<file path="config.mk">
export PLATFORM = sky130hd
export DESIGN_NAME = scrolling_marquee_window_flat
export DESIGN_NICKNAME = d
export VERILOG_FILES = /design/src/rtl/smw_pkg.sv /design/src/rtl/smw_if.sv /design/src/rtl/scrolling_marquee_window.sv /design/src/rtl/smw_rem.sv /design/src/flat_wrapper.sv
export SDC_FILE = /design/constraint.sdc
export NUM_CORES = 2
export LEC_CHECK = 0
export CAP_MARGIN = 15
export CORE_ASPECT_RATIO = 2
export CORE_MARGIN = 8
export CORE_UTILIZATION = 63
export CTS_CLUSTER_SIZE = 10
export DETAILED_ROUTE_END_ITERATION = 10
export DONT_BUFFER_PORTS = 1
export MAX_ROUTING_LAYER = met4
export PLACE_DENSITY_LB_ADDON = 0.08
export SYNTH_ARGS = -nofsm -noshare
export SYNTH_HDL_FRONTEND = slang
export SYNTH_SLANG_ARGS = --single-unit
</file>
<file path="constraint.sdc">
create_clock -name clock -period 4.6 [get_ports clock]
set_input_delay 1.38 -clock clock [delete_from_list [all_inputs] [get_ports clock]]
set_output_delay 1.38 -clock clock [all_outputs]
set_load 0.03 [all_outputs]
</file>
<file path="src/rtl/smw_pkg.sv">
// Shared constants for the scrolling marquee window: field widths, operation
// codes, register indexes and the reset values of the width and period registers.
// No dependencies.
package smw_pkg;

   localparam int OP_W      = 2;
   localparam int CHAR_W    = 8;
   localparam int INDEX_W   = 8;
   localparam int COLUMN_W  = 6;
   localparam int WIDTH_W   = 7;
   localparam int LENGTH_W  = 9;
   localparam int PERIOD_W  = 16;
   localparam int POS_W     = 9;
   localparam int SPAN_W    = 10;
   localparam int CSR_IDX_W = 2;
   localparam int CSR_DATA_W = 16;

   localparam int MAX_WIDTH        = 64;
   localparam int RESULT_CAP       = 64;
   localparam int DEFAULT_MAX_TEXT = 256;

   localparam logic [OP_W-1:0] OP_WRITE = 2'd0;
   localparam logic [OP_W-1:0] OP_TICK  = 2'd1;
   localparam logic [OP_W-1:0] OP_FRAME = 2'd2;

   localparam logic [CSR_IDX_W-1:0] CSR_DISPLAY_WIDTH = 2'd0;
   localparam logic [CSR_IDX_W-1:0] CSR_TEXT_LENGTH   = 2'd1;
   localparam logic [CSR_IDX_W-1:0] CSR_TICK_PERIOD   = 2'd2;
   localparam logic [CSR_IDX_W-1:0] CSR_SCROLL_ENABLE = 2'd3;

   localparam logic [WIDTH_W-1:0]  RESET_WIDTH  = 7'd64;
   localparam logic [PERIOD_W-1:0] RESET_PERIOD = 16'd100;
   localparam logic [PERIOD_W-1:0] MIN_PERIOD   = 16'd10;
   localparam logic [PERIOD_W-1:0] COUNT_MAX    = 16'hFFFF;
   localparam logic [CHAR_W-1:0]   SPACE_CHAR   = 8'd32;

endpackage

</file>
<file path="src/rtl/smw_if.sv">
// Request and response channel interfaces for the scrolling marquee window.
// Depends on smw_pkg for the field widths.
interface smw_req_if
   import smw_pkg::*;
   ();
   logic                valid;
   logic                ready;
   logic [OP_W-1:0]     op;
   logic [INDEX_W-1:0]  char_index;
   logic [CHAR_W-1:0]   char_value;

   modport source (output valid, op, char_index, char_value, input ready);
   modport sink (input valid, op, char_index, char_value, output ready);
endinterface

interface smw_rsp_if
   import smw_pkg::*;
   ();
   logic                valid;
   logic                ready;
   logic [CHAR_W-1:0]   frame_char;
   logic [COLUMN_W-1:0] column;
   logic                last;

   modport source (output valid, frame_char, column, last, input ready);
   modport sink (input valid, frame_char, column, last, output ready);
endinterface

</file>
<file path="src/rtl/scrolling_marquee_window.sv">
// Scrolling text marquee window: text store, scroll position, tick counter.
// Depends on smw_pkg, smw_req_if, smw_rsp_if and smw_rem.
// A write or a tick that does not step is done in the idle state. A step or a frame
// passes through the remainder unit, which reduces the position by the window span;
// a frame then offers its columns in order. Requests wait while the block is busy.
// Reset clears the position and counter and reloads the control registers, not the text.
module scrolling_marquee_window
   import smw_pkg::*;
#(
   parameter int MAX_TEXT = DEFAULT_MAX_TEXT
)(
   input  logic                  clock,
   input  logic                  reset,
   smw_req_if.sink               req_bus,
   smw_rsp_if.source             rsp_bus,
   input  logic                  csr_write_enable,
   input  logic [CSR_IDX_W-1:0]  csr_index,
   input  logic [CSR_DATA_W-1:0] csr_write_data
);

   localparam int ADDR_W = (MAX_TEXT > 1) ? $clog2(MAX_TEXT) : 1;
   localparam int WIDTH_CAP = (MAX_WIDTH < RESULT_CAP) ? MAX_WIDTH : RESULT_CAP;
   localparam int LENGTH_CAP = (MAX_TEXT < 511) ? MAX_TEXT : 511;

   localparam logic [1:0] S_IDLE  = 2'd0;
   localparam logic [1:0] S_MOD   = 2'd1;
   localparam logic [1:0] S_FRAME = 2'd2;

   logic [1:0]          state_ff, state_in;
   logic                for_frame_ff, for_frame_in;
   logic [POS_W-1:0]    pos_ff, pos_in;
   logic [PERIOD_W-1:0] ms_ff, ms_in;
   logic [WIDTH_W-1:0]  width_reg_ff, width_reg_in;
   logic [LENGTH_W-1:0] length_reg_ff, length_reg_in;
   logic [PERIOD_W-1:0] period_reg_ff, period_reg_in;
   logic                enable_reg_ff, enable_reg_in;
   logic [SPAN_W-1:0]   t_ff, t_in;
   logic [COLUMN_W-1:0] col_ff, col_in;
   logic                rsp_valid_ff, rsp_valid_in;
   logic [CHAR_W-1:0]   rd_ff;
   logic                is_text_ff;
   logic [COLUMN_W-1:0] rsp_col_ff;
   logic                rsp_last_ff;

   logic [CHAR_W-1:0]   text_store [MAX_TEXT];

   logic [WIDTH_W-1:0]  eff_width;
   logic [LENGTH_W-1:0] eff_length;
   logic [PERIOD_W-1:0] eff_period;
   logic [SPAN_W-1:0]   span;
   logic [PERIOD_W-1:0] ms_inc;
   logic                accept;
   logic                write_hit;
   logic                load_col;
   logic                col_last;
   logic [SPAN_W-1:0]   t_inc;
   logic                rem_start;
   logic [SPAN_W-1:0]   rem_dividend;
   logic                rem_done;
   logic [SPAN_W-1:0]   rem_value;

   always_comb begin
      eff_width = (width_reg_ff == '0) ? WIDTH_W'(1) : width_reg_ff;
      if (eff_width > WIDTH_W'(WIDTH_CAP)) begin
         eff_width = WIDTH_W'(WIDTH_CAP);
      end
      eff_length = (length_reg_ff > LENGTH_W'(LENGTH_CAP)) ? LENGTH_W'(LENGTH_CAP)
                                                           : length_reg_ff;
      eff_period = (period_reg_ff < MIN_PERIOD) ? MIN_PERIOD : period_reg_ff;
   end

   assign span      = {1'b0, eff_length} + {3'b000, eff_width};
   assign ms_inc    = (ms_ff == COUNT_MAX) ? ms_ff : ms_ff + 1'b1;
   assign accept    = req_bus.valid && (state_ff == S_IDLE);
   assign write_hit = accept && (req_bus.op == OP_WRITE)
                      && (32'(req_bus.char_index) < MAX_TEXT);
   assign load_col  = (state_ff == S_FRAME) && (!rsp_valid_ff || rsp_bus.ready);
   assign col_last  = ({1'b0, col_ff} + 1'b1) == eff_width;
   assign t_inc     = t_ff + 1'b1;

   smw_rem u_rem (
      .clock     (clock),
      .reset     (reset),
      .start     (rem_start),
      .dividend  (rem_dividend),
      .divisor   (span),
      .done      (rem_done),
      .remainder (rem_value)
   );

   always_comb begin
      width_reg_in  = width_reg_ff;
      length_reg_in = length_reg_ff;
      period_reg_in = period_reg_ff;
      enable_reg_in = enable_reg_ff;
      if (csr_write_enable) begin
         unique case (csr_index)
            CSR_DISPLAY_WIDTH: width_reg_in  = csr_write_data[WIDTH_W-1:0];
            CSR_TEXT_LENGTH:   length_reg_in = csr_write_data[LENGTH_W-1:0];
            CSR_TICK_PERIOD:   period_reg_in = csr_write_data[PERIOD_W-1:0];
            CSR_SCROLL_ENABLE: enable_reg_in = csr_write_data[0];
            default:           width_reg_in  = width_reg_ff;
         endcase
      end
   end

   always_comb begin
      state_in     = state_ff;
      for_frame_in = for_frame_ff;
      pos_in       = pos_ff;
      ms_in        = ms_ff;
      t_in         = t_ff;
      col_in       = col_ff;
      rem_start    = 1'b0;
      rem_dividend = {1'b0, pos_ff};
      unique case (state_ff)
         S_IDLE: begin
            if (accept) begin
               case (req_bus.op)
                  OP_WRITE: begin
                     if (write_hit) begin
                        pos_in = '0;
                     end
                  end
                  OP_TICK: begin
                     ms_in = ms_inc;
                     if (enable_reg_ff && (ms_inc >= eff_period)) begin
                        ms_in = '0;
                        if (eff_length != '0) begin
                           rem_start    = 1'b1;
                           rem_dividend = {1'b0, pos_ff} + 1'b1;
                           for_frame_in = 1'b0;
                           state_in     = S_MOD;
                        end
                     end
                  end
                  OP_FRAME: begin
                     rem_start    = 1'b1;
                     for_frame_in = 1'b1;
                     state_in     = S_MOD;
                  end
                  default: begin
                     state_in = S_IDLE;
                  end
               endcase
            end
         end
         S_MOD: begin
            if (rem_done) begin
               if (for_frame_ff) begin
                  t_in     = rem_value;
                  col_in   = '0;
                  state_in = S_FRAME;
               end else begin
                  pos_in   = rem_value[POS_W-1:0];
                  state_in = S_IDLE;
               end
            end
         end
         S_FRAME: begin
            if (load_col) begin
               t_in   = (t_inc == span) ? '0 : t_inc;
               col_in = col_ff + 1'b1;
               if (col_last) begin
                  state_in = S_IDLE;
               end
            end
         end
         default: begin
            state_in = S_IDLE;
         end
      endcase
   end

   always_comb begin
      rsp_valid_in = rsp_valid_ff;
      if (load_col) begin
         rsp_valid_in = 1'b1;
      end else if (rsp_bus.ready) begin
         rsp_valid_in = 1'b0;
      end
   end

   always_ff @(posedge clock) begin
      if (reset) begin
         state_ff      <= S_IDLE;
         for_frame_ff  <= 1'b0;
         pos_ff        <= '0;
         ms_ff         <= '0;
         width_reg_ff  <= RESET_WIDTH;
         length_reg_ff <= '0;
         period_reg_ff <= RESET_PERIOD;
         enable_reg_ff <= 1'b0;
         rsp_valid_ff  <= 1'b0;
      end else begin
         state_ff      <= state_in;
         for_frame_ff  <= for_frame_in;
         pos_ff        <= pos_in;
         ms_ff         <= ms_in;
         width_reg_ff  <= width_reg_in;
         length_reg_ff <= length_reg_in;
         period_reg_ff <= period_reg_in;
         enable_reg_ff <= enable_reg_in;
         rsp_valid_ff  <= rsp_valid_in;
      end
      t_ff   <= t_in;
      col_ff <= col_in;
   end

   always_ff @(posedge clock) begin
      if (write_hit) begin
         text_store[ADDR_W'(req_bus.char_index)] <= req_bus.char_value;
      end
      if (load_col) begin
         rd_ff       <= text_store[ADDR_W'(t_ff)];
         is_text_ff  <= t_ff < {1'b0, eff_length};
         rsp_col_ff  <= col_ff;
         rsp_last_ff <= col_last;
      end
   end

   assign req_bus.ready      = (state_ff == S_IDLE);
   assign rsp_bus.valid      = rsp_valid_ff;
   assign rsp_bus.frame_char = is_text_ff ? rd_ff : SPACE_CHAR;
   assign rsp_bus.column     = rsp_col_ff;
   assign rsp_bus.last       = rsp_last_ff;

endmodule

</file>
<file path="src/rtl/smw_rem.sv">
// Iterative remainder unit: one restoring shift-subtract step per cycle.
// Depends on smw_pkg for the operand width.
module smw_rem
   import smw_pkg::*;
(
   input  logic              clock,
   input  logic              reset,
   input  logic              start,
   input  logic [SPAN_W-1:0] dividend,
   input  logic [SPAN_W-1:0] divisor,
   output logic              done,
   output logic [SPAN_W-1:0] remainder
);

   localparam int CNT_W = $clog2(SPAN_W);

   logic              busy_ff, busy_in;
   logic              done_ff, done_in;
   logic [CNT_W-1:0]  count_ff, count_in;
   logic [SPAN_W-1:0] rem_ff, rem_in;
   logic [SPAN_W-1:0] num_ff, num_in;
   logic [SPAN_W-1:0] dsr_ff, dsr_in;
   logic [SPAN_W:0]   trial;
   logic [SPAN_W:0]   diff;

   assign trial = {rem_ff, num_ff[SPAN_W-1]};
   assign diff  = trial - {1'b0, dsr_ff};

   always_comb begin
      busy_in  = busy_ff;
      done_in  = 1'b0;
      count_in = count_ff;
      rem_in   = rem_ff;
      num_in   = num_ff;
      dsr_in   = dsr_ff;
      if (start) begin
         busy_in  = 1'b1;
         count_in = '0;
         rem_in   = '0;
         num_in   = dividend;
         dsr_in   = divisor;
      end else if (busy_ff) begin
         if (trial >= {1'b0, dsr_ff}) begin
            rem_in = diff[SPAN_W-1:0];
         end else begin
            rem_in = trial[SPAN_W-1:0];
         end
         num_in   = {num_ff[SPAN_W-2:0], 1'b0};
         count_in = count_ff + 1'b1;
         if (count_ff == CNT_W'(SPAN_W - 1)) begin
            busy_in = 1'b0;
            done_in = 1'b1;
         end
      end
   end

   always_ff @(posedge clock) begin
      if (reset) begin
         busy_ff  <= 1'b0;
         done_ff  <= 1'b0;
         count_ff <= '0;
      end else begin
         busy_ff  <= busy_in;
         done_ff  <= done_in;
         count_ff <= count_in;
      end
      rem_ff <= rem_in;
      num_ff <= num_in;
      dsr_ff <= dsr_in;
   end

   assign done      = done_ff;
   assign remainder = rem_ff;

endmodule
</file>
<file path="src/flat_wrapper.sv">
// flat-port wrapper written by rule: the top's interface ports become plain ports
module scrolling_marquee_window_flat import smw_pkg::*;
#(
   parameter int MAX_TEXT = DEFAULT_MAX_TEXT
)
  (clock, reset, csr_write_enable, csr_index, csr_write_data, req_bus_valid, req_bus_op, req_bus_char_index, req_bus_char_value, req_bus_ready, rsp_bus_valid, rsp_bus_frame_char, rsp_bus_column, rsp_bus_last, rsp_bus_ready);
  smw_req_if req_bus_i ();
  smw_rsp_if rsp_bus_i ();
  input  logic clock;
  input  logic reset;
  input  logic csr_write_enable;
  input  logic [CSR_IDX_W-1:0] csr_index;
  input  logic [CSR_DATA_W-1:0] csr_write_data;
  input wire logic [$bits(req_bus_i.valid)-1:0] req_bus_valid;
  input wire logic [$bits(req_bus_i.op)-1:0] req_bus_op;
  input wire logic [$bits(req_bus_i.char_index)-1:0] req_bus_char_index;
  input wire logic [$bits(req_bus_i.char_value)-1:0] req_bus_char_value;
  output wire logic [$bits(req_bus_i.ready)-1:0] req_bus_ready;
  output wire logic [$bits(rsp_bus_i.valid)-1:0] rsp_bus_valid;
  output wire logic [$bits(rsp_bus_i.frame_char)-1:0] rsp_bus_frame_char;
  output wire logic [$bits(rsp_bus_i.column)-1:0] rsp_bus_column;
  output wire logic [$bits(rsp_bus_i.last)-1:0] rsp_bus_last;
  input wire logic [$bits(rsp_bus_i.ready)-1:0] rsp_bus_ready;
  assign req_bus_i.valid = req_bus_valid;
  assign req_bus_i.op = req_bus_op;
  assign req_bus_i.char_index = req_bus_char_index;
  assign req_bus_i.char_value = req_bus_char_value;
  assign req_bus_ready = req_bus_i.ready;
  assign rsp_bus_valid = rsp_bus_i.valid;
  assign rsp_bus_frame_char = rsp_bus_i.frame_char;
  assign rsp_bus_column = rsp_bus_i.column;
  assign rsp_bus_last = rsp_bus_i.last;
  assign rsp_bus_i.ready = rsp_bus_ready;
  scrolling_marquee_window #(.MAX_TEXT(MAX_TEXT)) u_core (.clock(clock), .reset(reset), .req_bus(req_bus_i), .rsp_bus(rsp_bus_i), .csr_write_enable(csr_write_enable), .csr_index(csr_index), .csr_write_data(csr_write_data));
endmodule
</file>
# After elaboration in Yosys (flattened, before gate mapping)
# Memories as Yosys holds them, arrays and structs flattened. A register that Yosys moved wholly into a read port is not among the register bits.
# Cells that the tools add are included.
word_totals:
  input_bits: 41
  reg_bits: 122
  output_inout_bits: 17
  wordCells: 142
  mem_bits_rw: 2048
  memories: 1
classes:
  n_bitwise: 1
  n_reduce_logical: 27
  muxes: 55
  add_sub_neg: 8
  n_lt_le_gt_ge: 6
  eq_ne: 24
memory_table:
  columns: ["name", "depth", "width", "read_ports", "rd_ports_with_merged_regs", "write_ports", "line_no", "text"]
  rows:
  - ["u_core.text_store", 256, 8, 1, 1, 1, "scrolling_marquee_window.sv:45", "logic [CHAR_W-1:0] text_store [MAX_TEXT];"]
op_table:
  columns: ["operator", "n"]
  rows:
  - ["$mux 10", 12]
  - ["$mux 9", 6]
  - ["$mux 16", 3]
  - ["$pmux 10 s2", 1]
  - ["$mux 6", 3]
  - ["$pmux 9 s2", 1]
  - ["$add 16x1->16 const B", 1]
  - ["$eq 16x16->1 const B", 1]
  - ["$ge 16x16->1", 1]
  - ["$lt 16x4->1 const B", 1]
  - ["$ne 2x1->1 const B", 8]
  - ["$mux 1", 14]
  - ["$mux 2", 7]
  - ["$mux 7", 2]
  - ["$pmux 2 s3", 2]
  - ["$pmux 6 s2", 1]
  - ["$ge 11x10->1", 1]
  - ["$add 10x1->10 const B", 1]
  - ["$add 9x1->10 const B", 1]
  - ["$add 9x7->10", 1]
  - ["$eq 10x10->1", 1]
  - ["$lt 10x9->1", 1]
  - ["$reduce_bool 2->1", 5]
  - ["$sub 10x10->10", 1]
  - ["28 further kinds", 45]

# Logic depth before layout (Yosys ltp)
depth:
  word_depth: 9
  ltp_mapped: 17
  depth_no_buf: 14

# Hierarchy
# From an unflattened synthesis, not the netlist that was laid out.
hier_totals:
  hier_cells: 4570
  hier_area_um2: 87739.1
by_module_without_submodules:
  columns: ["module", "seq_area_each_um2", "area_each_um2", "cells_each", "instances"]
  rows:
  - ["scrolling_marquee_window", 63701.1, 85814.8, 4395, 1]
  - ["smw_rem", 920.9, 1924.3, 175, 1]

# Least setup slack after synthesis
# Ideal clock, no wire load.
synth_timing:
  path_kind: "register to register"
  startpoint: "reg u_core.ms_ff[0]"
  endpoint: "reg u_core.u_rem.count_ff[1]"
  path_slack_ns: 0.865
  setup_time_ns: 0.103
  required_ns: 4.497
  path_buffers: 2
  path_stages_with_launch: 16
  period_less_slack_ns: 3.735
  arrival_ns: 3.632
  path_cell_list: "dfxtp_1 ha_1 clkbuf_1 inv_1 a311oi_1 nand3_1 xnor2_1 ha_1 and2_1 a221oi_1 o21ai_0 a21oi_1 o31a_1 buf_2 inv_2 a2111oi_2"
synth_between:
  elab_chain_len: 9
  elab_cells_between_ends: 10
  cone_classes: "add/sub (1); order compare (1); eq/ne (1); mux (5); reduce/logical (2)"
synth_rtl:
  columns: ["item", "line_no", "text"]
  rows:
  - ["start, declared", "scrolling_marquee_window.sv:32", "logic [PERIOD_W-1:0] ms_ff, ms_in;"]
  - ["start signal, assigned", "scrolling_marquee_window.sv:199", "ms_ff <= ms_in;"]
  - ["$add 16x1->16 / $eq 16x16->1 (equally long branches)", "scrolling_marquee_window.sv:73", "assign ms_inc = (ms_ff == COUNT_MAX) ? ms_ff : ms_ff + 1'b1;"]
  - ["$mux 16 (*)", "scrolling_marquee_window.sv:73", null]
  - ["$ge 16x16->1 (*)", "scrolling_marquee_window.sv:127", "if (enable_reg_ff && (ms_inc >= eff_period)) begin"]
  - ["$logic_and 1x1->1 (*)", "scrolling_marquee_window.sv:127", null]
  - ["$mux 1 (*)", "scrolling_marquee_window.sv:127", null]
  - ["$pmux 1 s2 (*)", "scrolling_marquee_window.sv:119", "case (req_bus.op)"]
  - ["$mux 1 (*)", "scrolling_marquee_window.sv:118", "if (accept) begin"]
  - ["$mux 1 (*)", "scrolling_marquee_window.sv:116", "unique case (state_ff)"]
  - ["net u_core.rem_start", "scrolling_marquee_window.sv:57", "logic rem_start;"]
  - ["$reduce_or 2->1 (no source line) (*)", null, null]
  - ["end signal, assigned", "smw_rem.sv:65", "count_ff <= count_in;"]
  - ["end, declared", "smw_rem.sv:19", "logic [CNT_W-1:0] count_ff, count_in;"]
# Mark *: on every way through the listed nets, which the timed path passes. The rest lies on a longest branch.
# A chain may end at the register's enable or synchronous reset.

# Final worst setup path
layout_timing:
  startpoint: "reg u_core.ms_ff[5]"
  endpoint: "reg u_core.u_rem.num_ff[3], enable pin"
layout_between:
  elab_chain_len: 9
  elab_cells_between_ends: 10
  cone_classes: "add/sub (1); order compare (1); eq/ne (1); mux (5); reduce/logical (2)"
layout_rtl:
  columns: ["item", "line_no", "text"]
  rows:
  - ["$add 16x1->16 / $eq 16x16->1 (equally long branches)", "scrolling_marquee_window.sv:73", null]
  - ["$mux 16 (*)", "scrolling_marquee_window.sv:73", null]
  - ["$ge 16x16->1 (*)", "scrolling_marquee_window.sv:127", null]
  - ["$logic_and 1x1->1 (*)", "scrolling_marquee_window.sv:127", null]
  - ["$mux 1 (*)", "scrolling_marquee_window.sv:127", null]
  - ["$pmux 1 s2 (*)", "scrolling_marquee_window.sv:119", null]
  - ["$mux 1 (*)", "scrolling_marquee_window.sv:118", null]
  - ["$mux 1 (*)", "scrolling_marquee_window.sv:116", null]
  - ["$reduce_bool 2->1 (no source line) (*)", null, null]
  - ["end signal, assigned", "smw_rem.sv:68", "num_ff <= num_in;"]
  - ["end, declared", "smw_rem.sv:21", "logic [SPAN_W-1:0] num_ff, num_in;"]
# Every way passes the cells marked *; elsewhere a longest branch is shown, timed or not.

==> reports/results.ini <==
[status]
status=complete, no violations

[setup_path]
path_class=reg -> reg
worstPathCellList=nand4_1 > nor3_2 > nand4_1 > and4_1 > xor2_1 > ha_1 > o2111ai_1 > o21ai_0 > a21oi_1 > buf_4 > o31a_1 > nand2b_1
worst_setup_path_start_kind=register
worstPathRequired_ns=5.06
critPathCaptureType=register
path_max_fanout=10
crit_family=simple AND/OR/NAND/NOR gates
slowest_delay_ns=0.45
arrival_ns=4.68
slowest_stage=dfxtp_1
worst-path-buf-inv=1
cp_common_cell=nand4_1

[clock_network]
postCtsSetupRepairBufs=0
h-tree-depth=4
cts_buffer_depth=4
clk_transition_reported_paths_ns=0.06
clk_latency_ns=0.85
cts_tree=built
cts-hold-fix-buffers=0
clock_sinks=2178
cts_buffers=244
cts-root-buf=clkbuf_16
post_cts_resized=0

[timing]
relSlewSlack_pct=16.9
fin_crit_ns=4.22
setup_viol=0
skew_ns=0.0493
fmax_ghz=0.237
worstMarginPinSlew_ns=1.25
fin_crit_sh_pct=91.8
hold_viol=0
slew_violations=0
setup_tns_ns=0
rsz0062_at_grt=no

[yosys]
synth-seq-cells=2178
yosysTopAreaCell=edfxtp_1
synth_area_um2=86400
async_reset_ff_share_pct=0
ys_types=81
synth_area_per_cell_um2=19.5
synth_area_leaders=edfxtp_1, mux4_2, dfxtp_1
yosysWarnings=0
ys_seq_area_share_pct=74.8
synth_edf_count=2100
syn_nets=4519
syn_inst=4426
synth_ff_type=edfxtp_1
post-synth-top-area-fraction_pct=73.0

[routing]
via_count=43500
wirelength_um=215000
first_iter_violations=4185
ant_nets=0
wl_per_cell_um=33.7
vias_per_cell=6.80
drc=0
firstDrtPassIters=6

[global_route]
grt_pass1_vias=45900
grt_pass1_wl_um=311000
grt_max_degree=257
antenna_found_initial=1
grt.total_usage_pct=29.5
grt_overflow=0

[placement]
placed_cells=6114
dpl.hpwl_um=136000
io_buffers=0
place.gp.congestion=0.935

[flow_run]
cap_violations=0

[finish]
regArea_um2=64600
instances_no_fill=6401
syn2layout_area_growth_pct=10.2
layout-drive-gt1-share_pct=21.2
num-fill-cells=8399
multiInputGateArea_um2=20200
fin_nets=4707

[pwr]
p_total_mw=39.0
p_leak_nw=30.0
ir_drop_uv=360
clock_power_share_pct=42.0
switching_share_pct=19.2
power_switching_mw=7.49
intPower_mw=31.5
seqPwrFrac_pct=56.3
share_comb_of_total_power_pct=1.7
powerDensity_nw_per_um2=410

[die]
core_area_um2=136000
start_util_pct=63.3
die_y_um=540
dieArea_um2=150000
num_rows=192
ios=58
chipWidth_um=278

[hold_path]
hp-class=reg -> reg

-- Yosys cell counts, types with 59 or more instances --
cell / number
a22oi_1: 71
clkbuf_1: 102
mux2i_1: 80
a22o_1: 69
dfxtp_1: 78
buf_2: 67
o21ai_0: 59
edfxtp_1: 2100
nand2_1: 152
mux4_2: 485
a21oi_1: 139
nor2_1: 331
a221oi_1: 71
-- cell type report --
cell class | count | share of cell area (%)
sequential | 2178 | 67.8
multi-input combinational | 1949 | 21.2
clock buffer | 282 | 6.63
tap | 1746 | 2.29
timing repair buffer | 192 | 1.83
inverter | 49 | 0.193
clock inverter | 2 | 0.0302
antenna | 3 | 0.00788
-- power groups by stage --
stage	clock network, mW	logic [mW]	registers (mW)
floorplan	0	0.515	22.3
global placement	0	0.668	22.3
detailed placement	0	0.679	22.3
CTS	16.6	0.683	21.9
global route	17.2	0.758	21.9
finish	16.4	0.682	22.0
-- state kept, by name, summed over array words and instances, names as in the netlist, 2 cells and up --
name	count
u_core.width_reg_ff	7
u_core.u_rem.dsr_ff	10
u_core.pos_ff	9
u_core.u_rem.count_ff	4
u_core.t_ff	10
u_core.ms_ff	16
u_core.rd_ff	8
u_core.rsp_bus.column	6
u_core.length_reg_ff	9
u_core.u_rem.remainder	10
u_core.col_ff	6
u_core.state_ff	2
u_core.text_store	2048
u_core.u_rem.num_ff	10
u_core.period_reg_ff	16
-- worst paths after layout --
| path | start | to | slack (ns) | cells after the start |
|---|---|---|---|---|
| worst min-delay path | u_core.ms_ff[8] | u_core.ms_ff[8] | 0.47 | 2 |
| worst max-delay path | u_core.ms_ff[5] | u_core.u_rem.num_ff[3] | 0.38 | 12 |
| worst min register to register | u_core.ms_ff[8] | u_core.ms_ff[8] | 0.47 | 2 |
| worst max register to register | u_core.ms_ff[5] | u_core.u_rem.num_ff[3] | 0.38 | 12 |
-- cell families (layout without fill, tap and decap cells) --
logic type / Yosys count / count (layout) / synth area share, %
flops: 2178 / 2178 / 74.8
compound gates: 528 / 528 / 4.27
simple gates: 735 / 735 / 3.88
buf+inv: 299 / 525 / 1.99
fa+ha+maj: 52 / 52 / 0.770
mux: 575 / 575 / 13.7
xor+xnor: 58 / 58 / 0.621
other cells: 1 / 4 / 0.00434
-- routing by layer --
metal / GRT usage (%) / share of wire [%] / vias to the layer above
li1: - / - / 18400
met1: 31.3 / 32 / 22700
met2: 51.6 / 54 / 1856
met3: 3.92 / 5.6 / 601
met4: 19.0 / 7.9 / 0
met5: - / 0 / -
-- worst reg2reg max path, delay by kind of cell, from the launching register on --
| kind | cells | cell delay, ns |
|---|---|---|
| buffers and inverters | 1 | 0.19 |
| and+or+nand+nor | 5 | 1.75 |
| xor gates and xnor gates | 1 | 0.15 |
| adders and majority gates | 1 | 0.28 |
| DFF | 1 | 0.45 |
| AOI/OAI and AO/OA | 4 | 1.04 |
-- cell usage in the layout, fill, tap and decap left out, types with 10 or more instances in the layout --
master,n
nor2_1,329
o211ai_1,16
a21oi_1,139
xnor2_1,31
buf_4,168
clkbuf_1,35
a22oi_1,71
mux2i_1,80
clkbuf_16,247
nor3_1,37
ha_1,50
and2_1,14
mux2_2,10
o21ai_0,58
nand4_1,29
nor2b_1,22
nor4_1,16
inv_1,45
a31oi_1,10
a221oi_1,71
nand2b_1,24
nand3_1,51
a22o_1,69
dfxtp_1,78
mux4_2,485
o22ai_1,24
xor2_1,25
edfxtp_1,2100
nand2_1,140
buf_12,24
nand3b_1,11
nand2_2,12
-- stage by stage --
| stage | hold WS [ns] | util, % | setup slack [ns] | area [µm²] |
|---|---|---|---|---|
| after global routing | 0.486 | 69.8 | 0.111 | 95200 |
| after detailed placement | 0.460 | 65.1 | 0.411 | 88900 |
| final | 0.472 | 69.8 | 0.379 | 95200 |
| after CTS | 0.469 | 69.8 | 0.379 | 95200 |
| after floorplan | 0.432 | - | 0.865 | 86400 |
| after global placement | 0.452 | 65.1 | 0.412 | 88900 |
(Power assumes the default switching activity.)
